### src/hdl/assert_macros.svh
// assertion macros for the aging entry table
`ifndef ASSERT_MACROS_SVH
`define ASSERT_MACROS_SVH
`ifndef SYNTHESIS
`define AET_ASSERT(label, prop, msg) \
  label: assert property (@(posedge clk_i) disable iff (!rst_ni) prop) else $error(msg);
`define AET_ASSERT_RST(label, prop, msg) \
  label: assert property (@(posedge clk_i) prop) else $error(msg);
`else
`define AET_ASSERT(label, prop, msg)
`define AET_ASSERT_RST(label, prop, msg)
`endif
`endif

### src/hdl/aet_pkg.sv
// package for the aging entry table: types, codes and sizes
package aet_pkg;
  localparam int unsigned TableEntries = 64;
  localparam int unsigned SlotW = $clog2(TableEntries);
  localparam int unsigned CntW = SlotW + 1;
  localparam logic [15:0] IncStep = 16'd8;
  localparam logic [15:0] U16Max = 16'hFFFF;

  localparam logic [2:0] CmdInsert = 3'd0;
  localparam logic [2:0] CmdContains = 3'd1;
  localparam logic [2:0] CmdMarkUsed = 3'd2;
  localparam logic [2:0] CmdErase = 3'd3;
  localparam logic [2:0] CmdEvict = 3'd4;

  localparam logic [2:0] StOk = 3'd0;
  localparam logic [2:0] StAbsent = 3'd1;
  localparam logic [2:0] StDup = 3'd2;
  localparam logic [2:0] StFull = 3'd3;
  localparam logic [2:0] StNoEvict = 3'd4;

  // one memory word per slot
  localparam int unsigned EntryW = 64 + 64 + 32 + 16 + 16;

  typedef struct packed {
    logic [63:0] key;
    logic [63:0] rect;
    logic [31:0] bearing;
    logic [15:0] epoch;
    logic [15:0] count;
  } entry_t;

  typedef struct packed {
    logic [2:0]  cmd;
    logic [63:0] key;
    logic [15:0] now_epoch;
    logic        ping;
    logic [63:0] rect_in;
    logic [31:0] bearing_in;
  } req_t;

  typedef struct packed {
    logic [2:0]  status;
    logic [5:0]  slot;
    logic [63:0] key_out;
    logic [63:0] rect_out;
    logic [31:0] bearing_out;
    logic [15:0] use_count;
  } rsp_t;
endpackage

### src/hdl/aet_age.sv
// aging pipeline: decrement by min(count, d*d-d), optional use increment
module aet_age
  import aet_pkg::*;
(
  input  logic        clk_i,
  input  logic [15:0] now_i,
  input  logic [15:0] epoch_i,
  input  logic [15:0] count_i,
  input  logic        use_i,
  output logic [15:0] count_o
);
  logic [15:0] d;
  logic [31:0] sq_d, sq_q;
  logic [15:0] d_q, cnt_q;
  logic        use_q;
  logic [31:0] dec;
  logic [16:0] sum;
  logic [15:0] aged;

  assign d = now_i - epoch_i;
  assign sq_d = 32'(d) * 32'(d);

  always_ff @(posedge clk_i) begin
    sq_q <= sq_d;
    d_q <= d;
    cnt_q <= count_i;
    use_q <= use_i;
  end

  assign dec = sq_q - 32'(d_q);
  assign aged = (dec > 32'(cnt_q)) ? 16'd0 : cnt_q - dec[15:0];
  assign sum = 17'(aged) + 17'(IncStep);
  always_comb begin
    if (!use_q) begin
      count_o = aged;
    end else if (sum[16]) begin
      count_o = U16Max;
    end else begin
      count_o = sum[15:0];
    end
  end
endmodule

### config.mk
export PLATFORM = sky130hd
export DESIGN_NAME = aet_age
export DESIGN_NICKNAME = d
export VERILOG_FILES = /design/src/hdl/assert_macros.svh /design/src/hdl/aet_pkg.sv /design/src/hdl/aet_age.sv
export SDC_FILE = /design/constraint.sdc
export NUM_CORES = 1
export LEC_CHECK = 0
export BUFFER_PORTS_ARGS = -buffer_cell sky130_fd_sc_hd__buf_4
export CAP_MARGIN = 20
export CORE_MARGIN = 2
export CORE_UTILIZATION = 58
export DETAILED_ROUTE_END_ITERATION = 16
export GPL_TIMING_DRIVEN = 1
export PLACE_DENSITY = 0.79
export SYNTH_ARGS = -nofsm -noshare
export SYNTH_HDL_FRONTEND = slang
export SYNTH_SLANG_ARGS = --single-unit
### constraint.sdc
create_clock -name clk_i -period 7.94 [get_ports clk_i]
set_input_delay 0.794 -clock clk_i [delete_from_list [all_inputs] [get_ports clk_i]]
set_output_delay 0.794 -clock clk_i [all_outputs]
set_load 0.1 [all_outputs]
==> PnR_summary.wiki <==
{| class="wikitable"
! Metric !! Value
|-
| Run status || completed
|-
| Area share of the leading cell type in the synthesized netlist || around a quarter
|-
| Buffer levels on the longest clock path || 2
|-
| Clock sink count || 62
|-
| Global-route wire length before repair || 51170 um
|-
| Sequential-to-total area share from yosys stat || about a tenth
|-
| Final global-route overflow total || 0
|-
| CP Capture Type || flip-flop
|-
| All-Layer GR Usage || 28.33%
|-
| Most common cell after layout, fill and taps aside || sky130_fd_sc_hd__inv_1
|-
| Routability cong. || slightly above 0.9
|-
| Share of the clock period used by the worst path || a little over nine tenths
|-
| Transition time at the pin with the least slew margin || between 0.7 and 0.8 ns
|-
| Async SR Flop Fraction || 0%
|-
| TritonCTS clock tree || done
|-
| Number of stages on the worst hold path || 1
|-
| Ranking of synthesized cells by area || sky130_fd_sc_hd__fa_1 (27%), sky130_fd_sc_hd__ha_1 (16%), sky130_fd_sc_hd__dfxtp_1 (10%), sky130_fd_sc_hd__inv_1 (9.8%), sky130_fd_sc_hd__nand2_1 (3.7%)
|-
| Initial cell density of the core || 59.26%
|-
| Gate count of the mapped netlist || 1494
|-
| Final non-filler cell area || around 0.014 mm^2
|-
| Vias in the first global route || between 10000 and 15000
|-
| Crit-path max cell delay || between 0.5 and 0.6 ns
|-
| Growth of design area from synthesis to finish || 16.22%
|-
| Iter 0 DRT Violations || approximately 560
|-
| Netlist area before placement || ~0.012 mm^2
|-
| Layout net count || 2009
|-
| Standard-cell rows || 53
|-
| Area leader, netlist || sky130_fd_sc_hd__fa_1
|-
| Count of input and output buffers || 65
|-
| Hpwl dp || 25380 um
|-
| Max Transition Viols Final || 0
|-
| Post-CTS Hold Fix Bufs || 0
|-
| Total of max-cap violations || 0
|-
| Arrival time at the worst endpoint || approximately 8 ns
|-
| Min-delay worst type || in -> reg
|-
| Tightest slew margin relative to the limit || between 40% and 50%
|-
| Total Wirelength || 30660 um
|-
| Post-synthesis area per instance || 8.339 um^2
|-
| Number of synthesized flops with an enable pin || 0
|-
| Clock tree root driver cell || sky130_fd_sc_hd__clkbuf_16
|-
| Routed len/inst || between 15 and 20 um
|-
| Pin count of the biggest net entering global routing || 18
|-
| Per-cell via count in the routed design || between 5 and 6
|-
| Critical Path Slowest Stage Cell || sky130_fd_sc_hd__fa_1
|-
| Time the final worst path needs with I/O delays and setup || around 7.8 ns
|-
| Most common flop cell mapped by yosys || sky130_fd_sc_hd__dfxtp_1
|-
| Vertical die dimension || around 150 um
|-
| Diodes inserted || 0
|-
| PnR worst setup slack || roughly 0.12 ns
|-
| Final number of setup-violating endpoints || 0
|-
| Synthesis Warnings || 0
|-
| DP Worst Slack || -0.2945 ns
|-
| Highest Clock Rate || approximately 0.13 GHz
|-
| Smallest hold slack || around 0.55 ns
|-
| Crit Path Category || in -> reg
|-
| Die Span X || roughly 150 um
|-
| Number of distinct library cell variants in the gate-level netlist after synthesis || 92
|-
| Final ANT Viol Nets || 0
|-
| Final number of hold-violating endpoints || 0
|-
| Register bit total from synthesis || 62
|-
| Largest fanout on the critical path || 5
|-
| Total via count in the routed design || 10710
|-
| Depth of the CTS H-tree || 3
|-
| Layout cell share with drive strength beyond 1 || around 17%
|-
| Synth Net Count || 1866
|-
| Number of antenna violations at the first check in global routing || 0
|-
| DRT Pass-1 Iters || 7
|-
| Required time at the endpoint of the critical path || roughly 8.2 ns
|-
| Total DRC errors in the routed layout || 0
|-
| Endpoint, Worst Hold || use_q
|-
| CTS Buf Count || 9
|-
| Cell type with the highest occurrence count on the critical path || sky130_fd_sc_hd__fa_1
|-
| Highest-count cells in the layout ignoring fill and taps || sky130_fd_sc_hd__inv_1 (318), sky130_fd_sc_hd__fa_1 (162), sky130_fd_sc_hd__buf_4 (161), sky130_fd_sc_hd__ha_1 (150), sky130_fd_sc_hd__nand2_1 (120)
|-
| Die area || 0.02267 mm^2
|-
| Placed Area || approximately 0.014 mm^2
|-
| Element type at the critical path start || input port
|-
| Clock-pin slew on the worst setup and hold paths || around 0.050 ns
|-
| Hold Startpoint || use_i
|-
| Core area || roughly 0.021 mm^2
|-
| Boundary pin count || 66
|}
## metrics by stage
| stage | instances | util, % | TNS, ns |
|---|---|---|---|
| after floorplan | 1494 | - | 0 |
| after CTS | 1897 | 66.88 | 0 |
| after detailed placement | 1882 | 65.60 | -1.600 |
| after global placement | 1882 | 65.60 | -0.2835 |
| after global routing | 1916 | 68.88 | -0.3234 |
| final | 1916 | 68.88 | 0 |
## final cells by class
type,instances,area [um^2]
Fill cell,1621,6543
Timing Repair Buffer,166,1265
Sequential cell,62,1241
Clock inverter,1,5.005
Multi-Input combinational cell,1066,10110
Inverter,332,1249
Clock buffer,14,264.0
Tap cell,275,344.1
## worst max-delay path, delay by kind of cell
kind                       cells  cell delay, ns
adders and majority gates      8            3.61
AOI/OAI and AO/OA             11            2.47
and+or+nand+nor                4            0.67
buffers and inverters          6            0.38
xor gates and xnor gates       1            0.11
## synthesized netlist by cell type (5+ instances only)
master / number
sky130_fd_sc_hd__nor2_1: 120
sky130_fd_sc_hd__a31oi_1: 7
sky130_fd_sc_hd__nand3_1: 21
sky130_fd_sc_hd__nand4_1: 15
sky130_fd_sc_hd__or3_1: 5
sky130_fd_sc_hd__clkbuf_1: 27
sky130_fd_sc_hd__nand2_1: 124
sky130_fd_sc_hd__nor2b_1: 10
sky130_fd_sc_hd__o21ai_0: 38
sky130_fd_sc_hd__mux2i_1: 8
sky130_fd_sc_hd__dfxtp_1: 62
sky130_fd_sc_hd__o21bai_1: 12
sky130_fd_sc_hd__buf_6: 5
sky130_fd_sc_hd__and3_1: 10
sky130_fd_sc_hd__o211ai_1: 12
sky130_fd_sc_hd__o21a_1: 14
sky130_fd_sc_hd__a21o_1: 24
sky130_fd_sc_hd__fa_1: 166
sky130_fd_sc_hd__nor4_1: 6
sky130_fd_sc_hd__nand3b_1: 5
sky130_fd_sc_hd__a21oi_1: 69
sky130_fd_sc_hd__nor3_1: 23
sky130_fd_sc_hd__xor2_1: 22
sky130_fd_sc_hd__ha_1: 156
sky130_fd_sc_hd__a211oi_1: 9
sky130_fd_sc_hd__xnor2_1: 48
sky130_fd_sc_hd__and2_1: 8
sky130_fd_sc_hd__nand2b_1: 17
sky130_fd_sc_hd__a21oi_2: 6
sky130_fd_sc_hd__inv_1: 326
## how the worst max path moves through the flow
stage | startpoint | to | slack, ns
6_report | epoch_i[1] | sq_q[28] | 0.12
5_1_grt | epoch_i[1] | sq_q[28] | -0.11
4_1_cts | now_i[0] | sq_q[30] | 0.03
3_5_place_dp | now_i[0] | sq_q[30] | -0.29
3_3_place_gp | now_i[1] | sq_q[30] | -0.1
2_1_floorplan | epoch_i[1] | sq_q[30] | 0.007
## per-layer routing
layer	global-route usage (%)	routed length, um	up-vias
met5	0	0	-
met4	9.198	955	0
met3	5.212	1990	75
met2	51.57	15860	350
met1	33.58	11860	5172
li1	-	-	5117
## timing repair
| action | 4_1_cts | 5_1_grt |
|---|---|---|
| endpoints found under the setup margin | 0 | 13 |
| gates resized for setup | 0 | 70 |
| setup buffers | 0 | 20 |
## flip-flops by register name, indices dropped and copies added, names as in the netlist
signal and cells:
use_q 1, d_q 15, sq_q 30, cnt_q 16
## cell families after synthesis
| logic type | count (synthesis) | synth area share (%) |
|---|---|---|
| muxes | 11 | 0.9139 |
| AOI/OAI and AO/OA | 254 | 14.06 |
| adders and majority gates | 322 | 42.34 |
| and+or+nand+nor | 409 | 16.45 |
| DFF | 62 | 9.963 |
| buffers and inverters | 366 | 11.35 |
| xor gates and xnor gates | 70 | 4.921 |
Power is not shown: default switching activity piles up to over one toggle a cycle in this logic, so the estimate is an artifact.
