### src/hdl/assert_macros.svh
// assertion macros for the aging entry table
`ifndef ASSERT_MACROS_SVH
`define ASSERT_MACROS_SVH
`ifndef SYNTHESIS
`define AET_ASSERT(label, prop, msg) \
  label: assert property (@(posedge clk_i) disable iff (!rst_ni) prop) else $error(msg);
`define AET_ASSERT_RST(label, prop, msg) \
  label: assert property (@(posedge clk_i) prop) else $error(msg);
`else
`define AET_ASSERT(label, prop, msg)
`define AET_ASSERT_RST(label, prop, msg)
`endif
`endif

### src/hdl/aet_ram.sv
// generic single-port-write, single-read ram with registered read
module aet_ram #(
  parameter int unsigned Width = 8,
  parameter int unsigned Depth = 16
) (
  input  logic                     clk_i,
  input  logic                     we_i,
  input  logic [$clog2(Depth)-1:0] waddr_i,
  input  logic [Width-1:0]         wdata_i,
  input  logic [$clog2(Depth)-1:0] raddr_i,
  output logic [Width-1:0]         rdata_o
);
  logic [Width-1:0] mem_q [Depth];

  always_ff @(posedge clk_i) begin
    if (we_i) begin
      mem_q[waddr_i] <= wdata_i;
    end
    rdata_o <= mem_q[raddr_i];
  end
endmodule

### config.mk
export PLATFORM = sky130hd
export DESIGN_NAME = aet_ram
export DESIGN_NICKNAME = d
export VERILOG_FILES = /design/src/hdl/assert_macros.svh /design/src/hdl/aet_ram.sv
export SDC_FILE = /design/constraint.sdc
export NUM_CORES = 1
export LEC_CHECK = 0
export ABC_AREA = 1
export BUFFER_PORTS_ARGS = -buffer_cell sky130_fd_sc_hd__buf_4
export CAP_MARGIN = 20
export CORE_UTILIZATION = 55
export CTS_CLUSTER_SIZE = 14
export DETAILED_ROUTE_END_ITERATION = 10
export PLACE_DENSITY = 0.76
export SLEW_MARGIN = 10
export SYNTH_ARGS = -nofsm -noshare
export SYNTH_HDL_FRONTEND = slang
export SYNTH_SLANG_ARGS = --single-unit
export TNS_END_PERCENT = 1
### constraint.sdc
create_clock -name clk_i -period 3.05 [get_ports clk_i]
set_clock_uncertainty 0.05 [all_clocks]
set_input_delay 0.61 -clock clk_i [delete_from_list [all_inputs] [get_ports clk_i]]
set_output_delay 0.61 -clock clk_i [all_outputs]
set_load 0.01 [all_outputs]
==> summary.md, run 1 <==
| Metric | Value |
|---|---|
| Comb power frac | `0.058` |
| Global-route wire length before repair | `18600 um` |
| Worst min-delay path category | `in2reg` |
| Chip Height | `104 um` |
| CTS tree | `yes` |
| Static leakage | `0.00283 uW` |
| Final cell count without fillers | `723` |
| Netlist Area Pre-Place | `0.00577 mm^2` |
| Antenna diode count | `0` |
| Grt met1 use | `0.309` |
| RSZ-0062 raised after global routing | `no` |
| Via Count | `3820` |
| Sequential share of the synthesized area | `0.694` |
| Gpl congestion | `0.875` |
| Reg power frac | `0.474` |
| Layout cells sized above 1 | `0.0988` |
| Max-cap violations | `0` |
| M3 GR Usage | `0.0489` |
| Met2 Use GR | `0.357` |
| Vias/cell | `5.28` |
| Wirelength per Cell | `16.3 um` |
| Post-Place Cell Area | `0.00598 mm^2` |
| Final worst path period share | `0.542` |
| CP Cell Sequence | `buf_4` |
| CTS buffer count | `17` |
| Sw power | `933 uW` |
| Final setup viols | `0` |
| Hpwl dp | `7090 um` |
| Critical path capture point type | `output port` |
| Clock Tree Buf Depth | `2` |
| Netlist cell types | `12` |
| Largest net degree at the start of global routing | `65` |
| Max Clk Rate | `605 MHz` |
| DR pass1 iterations | `5` |
| Switch share | `0.211` |
| Cell count after placement | `691` |
| Most frequent cells in the layout | `nand2_1 (173), edfxtp_1 (128), inv_1 (100)` |
| # Post-CTS Setup Buffers | `0` |
| Die width | `104 um` |
| Die area | `0.0109 mm^2` |
| H-tree levels | `4` |
| Post-CTS Resized | `0` |
| Final Max Slew Viols | `0` |
| Post-route ant nets | `0` |
| Clock sink count | `136` |
| Clock transition at path regs | `0.06 ns` |
| Vias in the first global route | `3684` |
| Site row count | `37` |
| Total negative slack | `0 ns` |
| Clock latency on the worst-skew pair | `0.53 ns` |
| Startpoint Class | `flip-flop` |
| Global-route usage over all layers | `0.233` |
| I/O Buffers | `25` |
| Syn_area_per_cell | `10.5 um^2` |
| Yosys reg bits | `136` |
| Crit-path slowest cell | `dfxtp_1` |
| Outcome | `finished clean` |
| Buf+Inv Stages, Crit Path | `1` |
| Critical path class | `reg2out` |
| Root Buffer | `clkbuf_8` |
| Count of final hold-check violations | `0` |
| Register-to-register setup slack | `1.88 ns` |
| DRC Markers | `0` |
| Initial Util | `0.564` |
| Min Tclk post-route | `1.65 ns` |
| Pwr dens | `673 mW/mm^2` |
| Post-CTS Hold Buffers | `0` |
| Syn_nets | `569` |
| Final WL | `11800 um` |
| Max-slew headroom | `0.440` |
| DRT iter0 DRCs | `295` |
| Post-Syn Instances | `551` |
| Post-layout net count | `592` |
| Int Power | `3500 uW` |
| Area Overhead vs Synth | `14.2%` |
| Slew at the pin with the worst max-slew slack | `0.836 ns` |
| IR drop worst, VDD | `490 uV` |
| Critical path arrival | `0.99 ns` |
| # IOs | `26` |
| Top Family by Delay on Critical Path | `flip-flops` |
| Initial antenna violation count | `0` |
| Clock network power share | `0.468` |
| Final Cell Area | `0.00658 mm^2` |
| Critical Path RT | `2.39 ns` |
| Grt ovf | `0` |
| Core Area | `0.0102 mm^2` |
| Most common cell after layout, fill and taps aside | `nand2_1` |
| CP peak stage delay | `0.35 ns` |
| Total of warnings raised by yosys | `0` |
| CP Max Fanout | `1` |
| Gr busiest metal | `met2` |
## final timing paths
| kind | startpoint | to | cells after the start |
|---|---|---|---|
| min | raddr_i[3] | rdata_o[5]$_DFF_P_ | 3 |
| max reg2reg | mem_q[1][7]$_DFFE_PP_ | rdata_o[7]$_DFF_P_ | 6 |
| max | rdata_o[4]$_DFF_P_ | rdata_o[4] | 1 |
| min reg2reg | mem_q[12][5]$_DFFE_PP_ | rdata_o[5]$_DFF_P_ | 6 |
## registers in the layout (all words and copies together), names as in the netlist
name	flops
mem_q	128
rdata_o	8
## logic make-up after synthesis
kind of cell,share of synthesized area
buffers and inverters,0.0952
DFF,0.694
and+or+nand+nor,0.210
## power groups by stage
stage,Combinational (uW),Sequential [uW],Clock [uW]
floorplan,147,2140,0
global placement,249,2140,0
detailed placement,253,2140,0
CTS,256,2100,2090
global route,282,2100,2160
finish,257,2100,2070
## per-layer routing
metal / share of wire / wire length (um)
met3: 0.080 / 946
met5: 0 / 0
met1: 0.41 / 4840
met4: 0.040 / 478
met2: 0.47 / 5560
## cell usage after synthesis
master,n,area share
nor2_1,17,0.011
buf_2,13,0.011
buf_6,6,0.012
edfxtp_1,128,0.67
nand2_1,173,0.11
inv_1,100,0.065
dfxtp_1,8,0.028
buf_1,1,0.00065
nand3b_1,2,0.0026
buf_4,4,0.0052
nand3_1,97,0.084
inv_2,2,0.0013
## area by class of cell
class | count | area (um^2)
sequential | 136 | 4000
fill | 759 | 3650
multi-input combinational | 289 | 1210
clock buffer | 21 | 429
inverter | 102 | 383
timing repair buffer | 28 | 210
clock inverter | 11 | 174
tap | 136 | 170
## through the flow
stage | total power [uW] | util | hold slack, ns | setup slack [ns]
floorplan | 2290 | - | 0.557 | 1.44
detailed placement | 2390 | 0.585 | 0.603 | 0.969
finish | 4430 | 0.644 | 0.359 | 1.40
global placement | 2390 | 0.585 | 0.587 | 0.992
CTS | 4450 | 0.644 | 0.344 | 1.38
global route | 4540 | 0.644 | 0.371 | 1.37
No activity file was read; power rests on OpenSTA's default activity.
==> inputs of run 2 (changes only) <==
- PLACE_DENSITY: 0.76 -> 0.79
- clock period: 3.05 -> 1.5 ns (I/O delays scaled with it)
==> run 2 against run 1 <==
Sequential share of layout area fell by 1.3 points. Non-clock buffer count is 22 higher. Final cell count grew 2.8%. Clock power is 82% higher. Final area increased by 2.1%. First-iteration DRC count grew 41%. Critical endpoint is now rdata_o[7].
==> summary.md, run 2 (synthesized netlist as in run 1, its figures left out) <==
| Metric | Value |
|---|---|
| Outcome | `finished clean` |
| Die width | `104 um` |
| CP Cell Sequence | `buf_4` |
| PnR Total Power | `8610 uW` |
| Largest regs | `mem_q (128), rdata_o (8)` |
| Core Area | `0.0102 mm^2` |
| Post-CTS Resized | `0` |
| Critical Path RT | `1.15 ns` |
| DRT iter0 DRCs | `416` |
| Pwr dens | `1280 mW/mm^2` |
| Clock sink count | `136` |
| Largest net degree at the start of global routing | `29` |
| Hpwl dp | `7970 um` |
| H-tree levels | `4` |
| RSZ-0062 raised after global routing | `no` |
| Min Tclk post-route | `1.34 ns` |
| Max Clk Rate | `746 MHz` |
| Die area | `0.0109 mm^2` |
| I/O Buffers | `25` |
| Critical path capture point type | `output port` |
| Max-slew headroom | `0.777` |
| Wirelength per Cell | `17.5 um` |
| Post-layout net count | `614` |
| Final setup viols | `0` |
| Worst min-delay path category | `in2reg` |
| Startpoint Class | `flip-flop` |
| Clock latency on the worst-skew pair | `0.53 ns` |
| Clock transition at path regs | `0.06 ns` |
| Area Overhead vs Synth | `16.6%` |
| IR drop worst, VDD | `776 uV` |
| Fillers | `708` |
| Initial Util | `0.564` |
| # Post-CTS Setup Buffers | `0` |
| Max-cap violations | `0` |
| Final WL | `13000 um` |
| Antenna diode count | `0` |
| Most common cell after layout, fill and taps aside | `nand2_1` |
| Global-route usage over all layers | `0.256` |
| # IOs | `26` |
| Site row count | `37` |
| Slew at the pin with the worst max-slew slack | `0.334 ns` |
| CP peak stage delay | `0.33 ns` |
| Final worst path period share | `0.894` |
| Layout cells sized above 1 | `0.129` |
| Crit-path slowest cell | `dfxtp_1` |
| Static leakage | `0.00294 uW` |
| CP Max Fanout | `1` |
| Clock Tree Buf Depth | `2` |
| Root Buffer | `clkbuf_8` |
| Post-route ant nets | `0` |
| Buf+Inv Stages, Crit Path | `1` |
| DR pass1 iterations | `7` |
| Reg with most FFs | `mem_q` |
| Count of final hold-check violations | `0` |
| Post-CTS Hold Buffers | `0` |
| Via Count | `3969` |
| Vias in the first global route | `3895` |
| Final Max Slew Viols | `0` |
| Critical path arrival | `0.99 ns` |
| Number of flip-flops in the largest register | `128` |
| Initial antenna violation count | `0` |
| Grt ovf | `0` |
| Global-route wire length before repair | `20400 um` |
| Gpl congestion | `0.850` |
| Critical path class | `reg2out` |
| Vias/cell | `5.34` |
| Most frequent cells in the layout | `nand2_1 (173), edfxtp_1 (128), inv_1 (100)` |
| CTS tree | `yes` |
| Total negative slack | `0 ns` |
| CTS buffer count | `17` |
| Top Family by Delay on Critical Path | `flip-flops` |
| Chip Height | `104 um` |
| DRC Markers | `0` |
## run 2: path summary, 6_finish.rpt
check,from,end,slack (ns),cells after the start
min,raddr_i[3],rdata_o[6]$_DFF_P_,0.04,3
max reg2reg,mem_q[1][4]$_DFFE_PP_,rdata_o[4]$_DFF_P_,0.38,6
max,rdata_o[7]$_DFF_P_,rdata_o[7],0.16,1
min reg2reg,mem_q[10][7]$_DFFE_PP_,rdata_o[7]$_DFF_P_,0.61,6
## run 2: area by class of cell
cell class / count / area, um^2 / area share
Clock buffer: 18 / 418 / 0.0621
Clock inverter: 12 / 111 / 0.0166
Inverter: 102 / 383 / 0.0569
Multi-Input combinational cell: 289 / 1210 / 0.180
Sequential cell: 136 / 4000 / 0.595
Tap cell: 136 / 170 / 0.0253
Timing Repair Buffer: 50 / 425 / 0.0633
## run 2: routing by layer
| layer | vias to the layer above | wire length (um) | track usage |
|---|---|---|---|
| met5 | - | 0 | 0 |
| met4 | 0 | 282 | 0.113 |
| met3 | 28 | 1390 | 0.0683 |
| met2 | 252 | 6340 | 0.409 |
| met1 | 1828 | 4980 | 0.331 |
| li1 | 1861 | - | - |
## run 2: where the power goes
part	switching (uW)	total, uW	leakage, uW	internal, uW
Sequential	24.9	4270	0.00122	4250
Clock	1450	3760	0.000258	2300
Combinational	382	577	0.00146	196
## run 2: per-stage QoR
| step | area, um^2 | utilization | hold slack [ns] | cells | worst slack (ns) |
|---|---|---|---|---|---|
| after floorplan | 5770 | - | 0.349 | 551 | 0.199 |
| after global placement | 6200 | 0.606 | 0.561 | 713 | 0.125 |
| after detailed placement | 6200 | 0.606 | 0.565 | 713 | 0.0927 |
| after CTS | 6730 | 0.657 | 0.0203 | 743 | 0.142 |
| after global routing | 6730 | 0.657 | 0.0495 | 743 | 0.130 |
| final | 6730 | 0.657 | 0.0408 | 743 | 0.159 |
