--- src/hdl/assert_macros.svh ---
// assertion macros for the aging entry table
`ifndef ASSERT_MACROS_SVH
`define ASSERT_MACROS_SVH
`ifndef SYNTHESIS
`define AET_ASSERT(label, prop, msg) \
  label: assert property (@(posedge clk_i) disable iff (!rst_ni) prop) else $error(msg);
`define AET_ASSERT_RST(label, prop, msg) \
  label: assert property (@(posedge clk_i) prop) else $error(msg);
`else
`define AET_ASSERT(label, prop, msg)
`define AET_ASSERT_RST(label, prop, msg)
`endif
`endif

--- src/hdl/aet_pkg.sv ---
// package for the aging entry table: types, codes and sizes
package aet_pkg;
  localparam int unsigned TableEntries = 64;
  localparam int unsigned SlotW = $clog2(TableEntries);
  localparam int unsigned CntW = SlotW + 1;
  localparam logic [15:0] IncStep = 16'd8;
  localparam logic [15:0] U16Max = 16'hFFFF;

  localparam logic [2:0] CmdInsert = 3'd0;
  localparam logic [2:0] CmdContains = 3'd1;
  localparam logic [2:0] CmdMarkUsed = 3'd2;
  localparam logic [2:0] CmdErase = 3'd3;
  localparam logic [2:0] CmdEvict = 3'd4;

  localparam logic [2:0] StOk = 3'd0;
  localparam logic [2:0] StAbsent = 3'd1;
  localparam logic [2:0] StDup = 3'd2;
  localparam logic [2:0] StFull = 3'd3;
  localparam logic [2:0] StNoEvict = 3'd4;

  // one memory word per slot
  localparam int unsigned EntryW = 64 + 64 + 32 + 16 + 16;

  typedef struct packed {
    logic [63:0] key;
    logic [63:0] rect;
    logic [31:0] bearing;
    logic [15:0] epoch;
    logic [15:0] count;
  } entry_t;

  typedef struct packed {
    logic [2:0]  cmd;
    logic [63:0] key;
    logic [15:0] now_epoch;
    logic        ping;
    logic [63:0] rect_in;
    logic [31:0] bearing_in;
  } req_t;

  typedef struct packed {
    logic [2:0]  status;
    logic [5:0]  slot;
    logic [63:0] key_out;
    logic [63:0] rect_out;
    logic [31:0] bearing_out;
    logic [15:0] use_count;
  } rsp_t;
endpackage

--- src/hdl/aet_ctrl.sv ---
// sequencer: scans slots through the memory and decides each command
module aet_ctrl
  import aet_pkg::*;
(
  input  logic             clk_i,
  input  logic             rst_ni,
  input  logic             start,
  input  req_t             req_i,
  output logic             busy,
  output logic             done_o,
  output rsp_t             rsp_o,
  output logic             we_o,
  output logic [SlotW-1:0] waddr_o,
  output entry_t           wdata_o,
  output logic [SlotW-1:0] raddr_o,
  input  entry_t           rdata_i,
  output logic [15:0]      age_now_o,
  output logic [15:0]      age_epoch_o,
  output logic [15:0]      age_count_o,
  output logic             age_use_o,
  input  logic [15:0]      age_count_i
);
  typedef enum logic [2:0] {
    SIdle, SScan, SAge, SWrite, SEvAge, SEvWr, SFinal, SDone
  } state_e;

  state_e            state_q;
  req_t              req_q;
  logic [TableEntries-1:0] valid_q;
  logic [CntW-1:0]   ptr_q;
  logic [SlotW-1:0]  cur_q;
  logic              found_q;
  logic [SlotW-1:0]  hit_q;
  logic              pick_v_q;
  logic [SlotW-1:0]  pick_q;
  logic [15:0]       minc_q;
  logic [63:0]       pkey_q, prect_q;
  entry_t            ent_q;
  rsp_t              rsp_q;
  rsp_t              rsp_d;
  logic              done_q;
  logic              free_v;
  logic [SlotW-1:0]  free_s;
  logic [SlotW-1:0]  ptr_s;

  assign ptr_s = ptr_q[SlotW-1:0];

  always_comb begin
    free_v = 1'b0;
    free_s = '0;
    for (int i = TableEntries - 1; i >= 0; i--) begin
      if (!valid_q[i]) begin
        free_v = 1'b1;
        free_s = SlotW'(i);
      end
    end
  end

  assign busy = (state_q != SIdle);
  assign done_o = done_q;
  assign rsp_o = rsp_q;
  assign raddr_o = (state_q == SIdle) ? '0 : ptr_s;
  assign age_now_o = req_q.now_epoch;
  assign age_epoch_o = ent_q.epoch;
  assign age_count_o = ent_q.count;
  assign age_use_o = (state_q == SAge);

  always_comb begin
    we_o = 1'b0;
    waddr_o = cur_q;
    wdata_o = ent_q;
    if (state_q == SWrite || state_q == SEvWr) begin
      we_o = 1'b1;
      wdata_o.count = age_count_i;
      if (state_q == SWrite) begin
        wdata_o.epoch = req_q.now_epoch;
      end
    end else if (state_q == SFinal && req_q.cmd == CmdInsert && !found_q && free_v) begin
      we_o = 1'b1;
      waddr_o = free_s;
      wdata_o.key = req_q.key;
      wdata_o.rect = req_q.rect_in;
      wdata_o.bearing = req_q.bearing_in;
      wdata_o.epoch = req_q.now_epoch;
      wdata_o.count = IncStep;
    end
  end

  always_comb begin
    rsp_d = '0;
    unique case (req_q.cmd)
      CmdInsert: begin
        if (found_q) begin
          rsp_d.status = StDup;
        end else if (!free_v) begin
          rsp_d.status = StFull;
        end else begin
          rsp_d.slot = 6'(free_s);
          rsp_d.use_count = IncStep;
        end
      end
      CmdContains, CmdMarkUsed: begin
        if (!found_q) begin
          rsp_d.status = StAbsent;
        end else begin
          rsp_d.slot = 6'(hit_q);
          rsp_d.rect_out = ent_q.rect;
          rsp_d.bearing_out = ent_q.bearing;
          rsp_d.use_count = ent_q.count;
        end
      end
      CmdErase: begin
        if (!found_q) begin
          rsp_d.status = StAbsent;
        end else begin
          rsp_d.slot = 6'(hit_q);
          rsp_d.key_out = ent_q.key;
          rsp_d.rect_out = ent_q.rect;
        end
      end
      CmdEvict: begin
        if (!pick_v_q) begin
          rsp_d.status = StNoEvict;
        end else begin
          rsp_d.slot = 6'(pick_q);
          rsp_d.key_out = pkey_q;
          rsp_d.rect_out = prect_q;
        end
      end
      default: ;
    endcase
  end

  always_ff @(posedge clk_i or negedge rst_ni) begin
    if (!rst_ni) begin
      state_q <= SIdle;
      valid_q <= '0;
      done_q <= 1'b0;
      ptr_q <= '0;
      found_q <= 1'b0;
      pick_v_q <= 1'b0;
    end else begin
      done_q <= 1'b0;
      unique case (state_q)
        SIdle: begin
          if (start) begin
            req_q <= req_i;
            ptr_q <= CntW'(1);
            cur_q <= '0;
            found_q <= 1'b0;
            pick_v_q <= 1'b0;
            minc_q <= U16Max;
            if (req_i.cmd > CmdEvict) begin
              state_q <= SFinal;
            end else begin
              state_q <= SScan;
            end
          end
        end
        SScan: begin
          // rdata holds slot cur_q
          ent_q <= rdata_i;
          if (req_q.cmd == CmdEvict) begin
            if (valid_q[cur_q] && rdata_i.epoch != req_q.now_epoch) begin
              state_q <= SEvAge;
            end else if (cur_q == SlotW'(TableEntries - 1)) begin
              state_q <= SFinal;
            end else begin
              cur_q <= ptr_s;
              ptr_q <= ptr_q + CntW'(1);
            end
          end else if (valid_q[cur_q] && rdata_i.key == req_q.key) begin
            found_q <= 1'b1;
            hit_q <= cur_q;
            if (req_q.cmd == CmdMarkUsed || (req_q.cmd == CmdContains && req_q.ping
                && rdata_i.epoch != req_q.now_epoch)) begin
              state_q <= SAge;
            end else begin
              state_q <= SFinal;
            end
          end else if (cur_q == SlotW'(TableEntries - 1)) begin
            state_q <= SFinal;
          end else begin
            cur_q <= ptr_s;
            ptr_q <= ptr_q + CntW'(1);
          end
        end
        SAge: state_q <= SWrite;
        SWrite: begin
          ent_q.count <= age_count_i;
          ent_q.epoch <= req_q.now_epoch;
          state_q <= SFinal;
        end
        SEvAge: begin
          ptr_q <= CntW'(cur_q) + CntW'(1);
          state_q <= SEvWr;
        end
        SEvWr: begin
          if (minc_q >= age_count_i) begin
            pick_v_q <= 1'b1;
            pick_q <= cur_q;
            minc_q <= age_count_i;
            pkey_q <= ent_q.key;
            prect_q <= ent_q.rect;
          end
          if (age_count_i == 16'd0 || cur_q == SlotW'(TableEntries - 1)) begin
            state_q <= SFinal;
          end else begin
            // raddr is ptr (next slot), data arrives next cycle
            cur_q <= ptr_s;
            ptr_q <= ptr_q + CntW'(1);
            state_q <= SScan;
          end
        end
        SFinal: begin
          rsp_q <= rsp_d;
          if (req_q.cmd == CmdInsert && !found_q && free_v) begin
            valid_q[free_s] <= 1'b1;
          end else if (req_q.cmd == CmdErase && found_q) begin
            valid_q[hit_q] <= 1'b0;
          end else if (req_q.cmd == CmdEvict && pick_v_q) begin
            valid_q[pick_q] <= 1'b0;
          end
          state_q <= SDone;
        end
        SDone: begin
          done_q <= 1'b1;
          state_q <= SIdle;
        end
        default: state_q <= SIdle;
      endcase
    end
  end
endmodule

--- config.mk ---
export PLATFORM = sky130hd
export DESIGN_NAME = aet_ctrl
export DESIGN_NICKNAME = d
export VERILOG_FILES = /design/src/hdl/assert_macros.svh /design/src/hdl/aet_pkg.sv /design/src/hdl/aet_ctrl.sv
export SDC_FILE = /design/constraint.sdc
export NUM_CORES = 1
export LEC_CHECK = 0
export BUFFER_PORTS_ARGS = -buffer_cell sky130_fd_sc_hd__buf_2
export CORE_AREA = 2 2 320 322
export DETAILED_ROUTE_END_ITERATION = 10
export DIE_AREA = 0 0 322 324
export GPL_TIMING_DRIVEN = 0
export MAX_ROUTING_LAYER = met4
export SYNTH_ARGS = -nofsm -noshare
export SYNTH_HDL_FRONTEND = slang
export SYNTH_SLANG_ARGS = --single-unit
--- constraint.sdc ---
create_clock -name clk_i -period 12.09 [get_ports clk_i]
set_clock_uncertainty 0.1 [all_clocks]
set_input_delay 0.6045 -clock clk_i [delete_from_list [all_inputs] [get_ports clk_i]]
set_output_delay 0.6045 -clock clk_i [all_outputs]
set_load 0.1 [all_outputs]
==> impl_results.rst <==
.. list-table::
   :header-rows: 1

   * - Metric
     - Value
   * - Unrepaired setup endpoints after global routing
     - false
   * - Final global-route overflow total
     - 0
   * - Dominant synthesized flop cell
     - edfxtp_1
   * - GPL Wtd Cong
     - approximately 1
   * - Count of final max-slew check failures
     - 0
   * - Minimum setup slack after placement
     - approximately 7.0 ns
   * - Leading cell type in the layout, fill and taps excluded
     - buf_2
   * - Worst R2R Start
     - req_q[118]$_DFFE_PP_
   * - Buffer and inverter count on the worst path
     - 4
   * - Yosys warning count
     - 0
   * - Inserted Clock Buffers
     - 89
   * - Kind of path behind the tightest hold check
     - in -> reg
   * - Top achievable clock speed
     - roughly 0.17 GHz
   * - TritonCTS clock tree
     - done
   * - Die area
     - 0.1043 mm^2
   * - Family with the most delay on the worst path
     - simple AND/OR/NAND/NOR gates
   * - Level count of the clock H-tree
     - 3
   * - Post-layout nets
     - between 3000 and 4000
   * - Most frequent cells in the layout
     - buf_2, edfxtp_1, dlygate4sd3_1, mux2_2, a22o_1
   * - Total power of the final layout
     - 9603 uW
   * - Antenna violations before repair
     - 16
   * - Maximum fanout along the worst path
     - 10
   * - Mean post-synth cell area
     - 14.81 um^2
   * - Number of distinct standard cells referenced by the synthesized netlist
     - slightly below 80
   * - Core Footprint
     - approximately 0.10 mm^2
   * - DRT iter0 DRCs
     - around 2200
   * - Final period util
     - 48.23%
   * - Total setup buffers inserted after CTS
     - 0
   * - Cell Chain, Critical Path
     - nand4_1, nor4_1, nand4_1, nand3_2, or2_1, buf_4, buf_2, buf_2, nand2_1, o21ai_0, buf_2
   * - Port Buffers
     - about 830
   * - Max VDD drop
     - roughly 0.17 mV
   * - Worst slew margin
     - approximately 6.5%
   * - Slew at the pin closest to its max-slew limit
     - about 1.4 ns
   * - Post-Route M1 WL
     - approximately 55000 um
   * - Via total after detailed routing
     - 25605
   * - Layout Area Growth over Synthesis
     - 35.91%
   * - EDFF count, synth
     - 719
   * - Total of flip-flops plus latches after synthesis
     - roughly 800
   * - Routed met3 length
     - 9867 um
   * - CP max stage cell
     - nor4_1
   * - Total of max-cap violations
     - 0
   * - Chip height
     - between 300 and 400 um
   * - CP arrival
     - between 5 and 6 ns
   * - Delay of the slowest cell on the worst path
     - between 0.7 and 0.8 ns
   * - Hold_ws
     - about 0.047 ns
   * - Critical path endpoint category
     - output port
   * - Effective utilization at floorplan
     - around a third
   * - Run status
     - completed
   * - Antenna-violating nets left
     - 0
   * - Final routed DRC violation total
     - 0
   * - Critical setup path kind
     - reg -> out
   * - Number of buffers on the longest clock path
     - 3
   * - Static leakage power
     - 0.01760 uW
   * - Via density per instance
     - between 5 and 6
   * - Power density over cell area
     - about 210 mW/mm^2
   * - Data required time at the worst endpoint
     - about 11 ns
   * - HPWL after DPL
     - 98410 um
   * - Startpoint of the most critical hold path
     - rdata_i[150]
   * - Startpoint types
     - flip-flop
   * - Clock latency at the later pin of the worst-skew pair
     - roughly 0.67 ns
   * - Global-route total usage across every layer
     - 25.37%
   * - Number of global-route vias before repair
     - 25393
   * - Shortest period the worst path allows
     - between 5 and 6 ns
   * - Horizontal die dimension
     - 322 um
   * - Maximum number of pins on one net before global-route repair
     - 59
   * - Cell occurring most often along the worst timing path
     - buf_2
   * - Post-layout worst setup margin
     - around 6.3 ns
   * - Fin util
     - between 40% and 50%
   * - Layout cells sized above 1
     - 36.10%
   * - Total length of routed wires
     - approximately 130000 um
   * - Number of rows in the core area
     - 117
   * - Timing startpoint of the critical path
     - valid_q[23]$_DFFE_PN0P_
   * - Routed WL per cell
     - 27.05 um
   * - Buffer type at the clock tree root
     - clkbuf_16
   * - Highest Signal Layer
     - met4
   * - Post-CTS clock slew at the launch and capture registers of the worst setup and hold paths
     - about 0.060 ns
   * - Total number of clock tree sinks
     - around 800
   * - Post-Syn Instances
     - 2289
   * - Total Negative Setup Slacks
     - 0 ns
   * - Synthesized area
     - 0.03390 mm^2
   * - Fin. Hold Viols
     - 0
   * - Router iterations before antenna repair
     - 5
   * - Total of endpoints with negative setup slack in the final report
     - 0
   * - Routed length on met2
     - roughly 64000 um
   * - Boundary Pins
     - 832
   * - Synthesized Nets
     - ~2700
   * - Wire length of the first global-routing pass
     - approximately 180000 um
   * - Share of flip-flops with an asynchronous set or reset
     - about a tenth
   * - Sequential cell area fraction in the yosys report
     - roughly 69%
[cell families (layout without fill, tap and decap cells)]
| logic type | count (synthesis) | after routing | share of synthesized area [%] |
|---|---|---|---|
| adder cells (fa/ha/maj) | 17 | 17 | 0.6275 |
| flip-flops | 795 | 795 | 69.30 |
| multiplexers | 224 | 224 | 7.493 |
| AO/OA/AOI/OAI | 490 | 490 | 10.18 |
| XOR/XNOR | 81 | 81 | 2.093 |
| other | 0 | 12 | 0 |
| AND/OR/NAND/NOR | 477 | 477 | 7.253 |
| buffers and inverters | 205 | 1514 | 3.049 |
[flip-flops by register name (all words and copies together), names as in the netlist]
name and cells:
age_count_o 16, age_epoch_o 16, age_now_o 16, cur_q 6
done_o 1, ent_q 160, found_q 1, hit_q 6
minc_q 16, pick_q 6, pick_v_q 1, pkey_q 64
prect_q 64, ptr_q 6, req_q 164, rsp_o 185
state_q 3, valid_q 64
[stage by stage]
| step | instances | area, um^2 |
|---|---|---|
| floorplan | 2289 | 33900 |
| global placement | 4429 | 39700 |
| detailed placement | 4459 | 40340 |
| CTS | 4906 | 46030 |
| global route | 4914 | 46060 |
| finish | 4919 | 46070 |
[metal layers]
metal | vias to the layer above | GRT usage, %
li1 | 11331 | -
met1 | 12868 | 32.16
met2 | 1162 | 40.41
met3 | 244 | 5.613
met4 | 0 | 8.297
met5 | - | -
[report_power, final]
part / internal [uW] / switching [uW] / total, uW
sequential: 3380 / 156 / 3540
combinational: 668 / 2720 / 3380
clock: 1520 / 1160 / 2680
[worst paths after layout]
kind	end	slack [ns]	cells after the start
min in group asynchronous	valid_q[20]$_DFFE_PN0P_	0.38	2
max reg2reg	hit_q[2]$_DFFE_PP_	7.90	6
max in group asynchronous	pick_v_q$_DFFE_PN0P_	10.87	3
max	waddr_o[4]	6.26	11
min	ent_q[150]$_DFFE_PP_	0.05	1
min reg2reg	hit_q[1]$_DFFE_PP_	0.37	0
[synth_stat cells, types with 17 or more instances]
cell | n | area (um^2)
nor2_1 | 103 | 386.6
nand3_1 | 44 | 220.2
nand4_1 | 37 | 231.5
nor3_1 | 23 | 115.1
buf_4 | 61 | 457.9
a22o_1 | 129 | 1130
and2_1 | 56 | 350.3
o21ai_0 | 73 | 365.4
nor4_1 | 27 | 168.9
xnor2_1 | 26 | 227.7
mux2i_1 | 25 | 250.2
buf_1 | 18 | 67.56
a22oi_1 | 77 | 578.1
mux2_2 | 191 | 2151
dfrtp_1 | 76 | 1902
xor2_1 | 55 | 481.7
clkbuf_1 | 63 | 236.5
ha_1 | 17 | 212.7
edfxtp_1 | 719 | 21590
nand2_1 | 115 | 431.7
inv_1 | 45 | 168.9
a21oi_1 | 111 | 555.5
[final cells by class]
class	count	area, um^2
tap	1309	1638
sequential	795	23490
multi-input combinational	1289	9467
clock buffer	103	2300
fill	9105	54940
antenna	12	30.03
timing repair buffer	1147	7577
clock inverter	59	535.5
inverter	45	168.9
buffer	160	864.6
[timing repair]
action                                 in CTS  in global routing
hold buffers                              285                  0
endpoints found under the hold margin     314                  0
gates resized for setup                     0                  0
Note: power is estimated with default switching activity, not from simulation.
